===== config.mk =====
export PLATFORM = sky130hd
export DESIGN_NAME = gemm_front
export DESIGN_NICKNAME = d
export VERILOG_FILES = /design/src/sv/gemm_pkg.sv /design/src/sv/gemm_front.sv
export SDC_FILE = /design/constraint.sdc
export NUM_CORES = 1
export LEC_CHECK = 0
export BUFFER_PORTS_ARGS = -buffer_cell sky130_fd_sc_hd__buf_4
export CORE_UTILIZATION = 55
export CTS_CLUSTER_DIAMETER = 150
export CTS_CLUSTER_SIZE = 28
export DETAILED_ROUTE_END_ITERATION = 12
export HOLD_SLACK_MARGIN = 0.05
export PLACE_DENSITY = 0.8
export RECOVER_POWER = 50
export SYNTH_ARGS = -nofsm -noshare
export SYNTH_HDL_FRONTEND = slang
export SYNTH_SLANG_ARGS = --single-unit

===== constraint.sdc =====
create_clock -name aclk -period 5.6 [get_ports aclk]
set_input_delay 0.28 -clock aclk [delete_from_list [all_inputs] [get_ports aclk]]
set_output_delay 0.28 -clock aclk [all_outputs]
set_load 0.03 [all_outputs]

===== src/sv/gemm_pkg.sv =====
`default_nettype none
package gemm_pkg;
    localparam int MAX_DIM = 64;
    localparam int STORE_DEPTH = 4096;
    localparam int AW = $clog2(STORE_DEPTH);
    localparam int DW = $clog2(MAX_DIM + 1);
    localparam int CFG_IW = 3;

    typedef enum logic [2:0] {
        MODE_LOAD_A  = 3'd0,
        MODE_LOAD_B  = 3'd1,
        MODE_LOAD_C  = 3'd2,
        MODE_COMPUTE = 3'd3,
        MODE_READ_C  = 3'd4
    } mode_t;

    localparam logic [CFG_IW-1:0] REG_TRANSPOSE = 3'd0;
    localparam logic [CFG_IW-1:0] REG_ROWS_M    = 3'd1;
    localparam logic [CFG_IW-1:0] REG_COLS_N    = 3'd2;
    localparam logic [CFG_IW-1:0] REG_INNER_K   = 3'd3;
    localparam logic [CFG_IW-1:0] REG_ALPHA     = 3'd4;
    localparam logic [CFG_IW-1:0] REG_BETA      = 3'd5;
    localparam logic [CFG_IW-1:0] REG_STRIDE_A  = 3'd6;
    localparam logic [CFG_IW-1:0] REG_STRIDE_B  = 3'd7;

    typedef struct packed {
        logic [2:0]        mode;
        logic [AW-1:0]     addr;
        logic signed [31:0] value;
        logic              bad;
    } cmd_t;

    typedef struct packed {
        logic [1:0]         tmode;
        logic [DW-1:0]      m;
        logic [DW-1:0]      n;
        logic [DW-1:0]      k;
        logic signed [31:0] alpha;
        logic signed [31:0] beta;
        logic [DW-1:0]      sa;
        logic [DW-1:0]      sb;
    } cfg_t;

    function automatic logic signed [31:0] sat32(input logic signed [65:0] v);
        if (v > 66'sd2147483647) return 32'sh7fffffff;
        if (v < -66'sd2147483648) return 32'sh80000000;
        return v[31:0];
    endfunction
endpackage
`default_nettype wire


===== src/sv/gemm_front.sv =====
`default_nettype none
module gemm_front (
    input  wire logic          aclk,
    input  wire logic          aresetn,
    input  wire logic          s_tvalid,
    output logic               s_tready,
    input  wire logic [47:0]   s_tdata,
    input  wire gemm_pkg::cfg_t cfg,
    output gemm_pkg::cmd_t     q_data,
    output logic               q_valid,
    input  wire logic          q_pop
);
    import gemm_pkg::*;
    localparam int QD = 2;
    cmd_t q_reg [QD];
    logic [1:0] cnt_reg, cnt_next;
    logic rd_reg, wr_reg;
    cmd_t c;
    logic [2:0] md;
    logic [11:0] ad;
    logic dok;
    logic [15:0] amax, bmax, cmax;
    logic push;

    assign md = s_tdata[2:0];
    assign ad = s_tdata[14:3];
    assign s_tready = cnt_reg < 2'(QD);
    assign push = s_tvalid && s_tready;

    always_comb begin
        dok = cfg.m >= 1 && cfg.m <= DW'(MAX_DIM) && cfg.n >= 1 && cfg.n <= DW'(MAX_DIM)
            && cfg.k >= 1 && cfg.k <= DW'(MAX_DIM) && cfg.sa >= 1 && cfg.sa <= DW'(MAX_DIM)
            && cfg.sb >= 1 && cfg.sb <= DW'(MAX_DIM);
        amax = cfg.tmode[0] ? 16'((cfg.k - 1'b1) * cfg.sa + (cfg.m - 1'b1))
                            : 16'((cfg.m - 1'b1) * cfg.sa + (cfg.k - 1'b1));
        bmax = cfg.tmode[1] ? 16'((cfg.n - 1'b1) * cfg.sb + (cfg.k - 1'b1))
                            : 16'((cfg.k - 1'b1) * cfg.sb + (cfg.n - 1'b1));
        cmax = 16'(cfg.m * cfg.n - 1'b1);
        c.mode = md;
        c.addr = AW'(ad);
        c.value = s_tdata[46:15];
        if (md == MODE_COMPUTE)
            c.bad = !dok || amax >= 16'(STORE_DEPTH) || bmax >= 16'(STORE_DEPTH)
                  || cmax >= 16'(STORE_DEPTH);
        else if (md <= MODE_READ_C)
            c.bad = 17'(ad) >= 17'(STORE_DEPTH);
        else
            c.bad = 1'b0;
        cnt_next = cnt_reg + 2'(push) - 2'(q_pop);
    end

    assign q_valid = cnt_reg != 0;
    assign q_data = q_reg[rd_reg];

    always_ff @(posedge aclk) begin
        if (!aresetn) begin
            cnt_reg <= '0;
            rd_reg <= 1'b0;
            wr_reg <= 1'b0;
        end else begin
            cnt_reg <= cnt_next;
            if (push) wr_reg <= !wr_reg;
            if (q_pop) rd_reg <= !rd_reg;
        end
    end
    always_ff @(posedge aclk) begin
        if (push) q_reg[wr_reg] <= c;
    end
endmodule
`default_nettype wire


==> metrics <==
status=finished with violations; failing checks=max-capacitance violations, max-slew violations; Worst Reg-to-Reg Cells=4; Syn Inst Count=1438; final hold vios=0; Sw Ratio=42.1%; EDFF count, synth=96; logic gate share of total power=62.7%; largest family of logic cells by synthesized area=adder cells; area delta synth->final=15.4%; max incr delay on CP=0.61 ns; cell depth of the worst hold path=1; Compound-Gate Fraction of Synth Area=4.40%; GP Congestion=0.844; XOR/XNOR Fraction of Synth Area=2.82%; minimum clock period=5.35 ns; Critical Path Most Common Cell=fa_1; Netlist cell types=54; clock power share=roughly 14%; global-route wire length before repair=55200 um; worst slack, placed=-0.200 ns; Max-slew headroom=-69.1%; max reg flops=96; Placed Area=17100 um^2; CP cell instances=buf_4 -> nor3_1 -> nand2_1 -> xnor2_1 -> nand2_1 -> fa_1 -> inv_1 -> fa_1 -> fa_1 -> inv_1 -> fa_1 -> inv_1 -> ha_1 -> and3_1 -> o211ai_1 -> a31oi_1 -> o221ai_1 -> o31a_1 -> o31ai_1 -> a211oi_2; Inserted Diodes=0; via count=10600; Max Slew Vio Count=47; Syn Nets=2007; peak supply drop=0.144 mV; largest cells by area after synthesis=fa_1 34%, edfxtp_1 19%, ha_1 14%, inv_1 7.7%, and2_1 5.0%; DRT Pass-1 Iters=5; Post-Syn Area=15100 um^2; clock tree buffer depth=2; Post-synth ARST share=0%; number of clock buffers inserted by TritonCTS=9; register share of total power=between 20% and 30%; via/cell ratio=5.34; CTS H-Tree Depth=3; Hold Path Class=primary input to flop; share of cells above drive strength 1=17.5%; gr usage total=approximately a quarter; Worst setup EP type=flop; number of routed nets with antenna violations=0; die height=168 um; Max FO, Critical Path=7; Core Area=26900 um^2; area leader, netlist=fa_1; GR Overflow Total=0; Layout fillers=between 2000 and 2500; Int Pwr=2520 uW; Routed wire per std cell=~16 um; hold_buf cts=0; Startpoint Class=primary input; IO buf count=between 100 and 150; WP data required=between 5 and 6 ns; # DRC=0; final period utilization=95.5%; crit path kind=primary input to flop; # IOs=203; Initial Util=56.1%; post-route cell area=17400 um^2; initial antenna violation count=1; largest net degree at the start of global routing=49; CTS root buf=clkbuf_16; nets=around 2200; setup slack after layout=roughly 0.25 ns; vias in the first global route=11600; Synth Area in Simple Gates=a little over an eighth; Worst-Skew Late Latency=0.34 ns; leakage power=approximately 0.0085 uW; adder-cell share of the synthesized area=47.2%; Die ar.=~28000 um^2; post-synthesis register bit count=101; CTS tree=built; Multi-input gate area=10800 um^2; CTS clock-pin slew for the worst setup and hold paths=0.07 ns; Crit-path slowest cell=xnor2_1; syn avg cell area=10.5 um^2; initial DRC count=473; Sw Pwr=1840 uW; share of the synthesized area in the top cell type=approximately 34%; Final Setup Violations=0; Power Density=251 nW/um^2; Sequential Area=2980 um^2; CTS Sinks=101; Worst Skew=0.00701 ns; Max Cap Viol=1; ys flop type=edfxtp_1; multiplexer share of the synthesized area=under 10%; post-synthesis sequential area ratio=19.8%; slew at the pin closest to its max-slew limit=roughly 2.5 ns; WP data arrival=5.42 ns; total wire length=~32000 um; FP Rows=60; Yosys Warn Count=0; hpwl dp=26300 um; DIE WIDTH=around 170 um; f_max=187 MHz
[cell usage after synthesis, types with 3 or more instances]
library cell  instances
a21oi_1              25
xor2_1               14
and2_1              121
mux2i_1               4
inv_1               310
o211ai_1              9
nand4_1               4
nor2_1               34
xnor2_1              25
mux2_2               48
o31ai_1               3
nor4_1                4
nor2b_1              70
nor3_1               17
a31oi_1               4
o21ai_0              13
nand3_1               3
a21o_1                9
o21a_1                6
dfxtp_1               5
a211oi_1              6
fa_1                253
nand2_1             110
ha_1                163
clkbuf_1             39
xnor3_1               3
a211o_1               5
edfxtp_1             96
[metrics by stage]
stage | setup TNS (ns) | instances | hold slack [ns] | util, % | total power (uW)
after CTS | 0 | 1988 | 0.108 | 64.8 | 4370
after global routing | -0.0194 | 1988 | 0.133 | 64.7 | 4810
final | 0 | 1988 | 0.142 | 64.7 | 4360
after floorplan | 0 | 1438 | 0.379 | - | 2960
after global placement | -0.00467 | 1972 | 0.465 | 63.7 | 3600
after detailed placement | -0.400 | 1972 | 0.468 | 63.7 | 3730
[worst max-delay path: cells and delay by family]
family | cells | cell delay, ns
fa+ha+maj | 5 | 2.29
compound gates | 6 | 1.26
simple gates | 4 | 0.68
xor+xnor | 1 | 0.61
buf+inv | 4 | 0.28
[worst paths after layout]
| check | from | endpoint | slack (ns) |
|---|---|---|---|
| setup / recovery | cfg[89] | q_reg[0][0]$_DFFE_PP_ | 0.25 |
| hold / removal | s_tdata[35] | q_reg[0][21]$_DFFE_PP_ | 0.14 |
| setup reg to reg | cnt_reg[1]$_SDFF_PN0_ | q_reg[0][4]$_DFFE_PP_ | 2.54 |
| hold reg to reg | rd_reg$_SDFFE_PN0P_ | flop | 0.58 |
[power by group through the flow]
| stage | Sequential, uW | Clock (uW) | Combinational [uW] |
|---|---|---|---|
| after global routing | 1020 | 650 | 3140 |
| final | 1010 | 613 | 2740 |
| after floorplan | 1000 | 0 | 1960 |
| after detailed placement | 1020 | 0 | 2710 |
| after CTS | 1010 | 623 | 2740 |
| after global placement | 1010 | 0 | 2590 |
[cells by family (layout without fill, tap and decap cells)]
group	count (synthesis)	after routing
AO/OA/AOI/OAI	98	98
XOR/XNOR	43	43
adder cells (fa/ha/maj)	416	416
buffers and inverters	351	560
flip-flops	101	101
multiplexers	52	52
AND/OR/NAND/NOR	377	377
[timing repair]
action	in CTS	in global routing
setup buffers	0	0
hold endpoints to repair	0	0
gates resized for setup	0	9
setup endpoints to repair	0	2
[routing by layer]
| metal | up-vias | wire, um | GRT usage (%) |
|---|---|---|---|
| met2 | 331 | 16400 | 44.2 |
| li1 | 4889 | - | - |
| met1 | 5327 | 13300 | 30.8 |
| met5 | - | 10 | 0 |
| met3 | 67 | 1880 | 3.12 |
| met4 | 2 | 697 | 6.54 |
[cell type report]
| class | instances | area share (%) |
|---|---|---|
| Clock buffer | 9 | 1.30 |
| Multi-Input combinational cell | 986 | 62.2 |
| Inverter | 310 | 6.70 |
| Tap cell | 341 | 2.45 |
| Sequential cell | 101 | 17.2 |
| Timing Repair Buffer | 234 | 9.75 |
| Clock inverter | 7 | 0.432 |
[cells in the final DEF, fill, tap and decap left out, types with 25 or more instances in the layout]
master    instances
a21oi_1          25
and2_1          118
buf_4           183
clkbuf_4         30
edfxtp_1         96
fa_1            253
ha_1            163
inv_1           310
mux2_2           48
nand2_1         110
nor2_1           34
nor2b_1          70
xnor2_1          25
No activity file was read; power rests on OpenSTA's default activity.
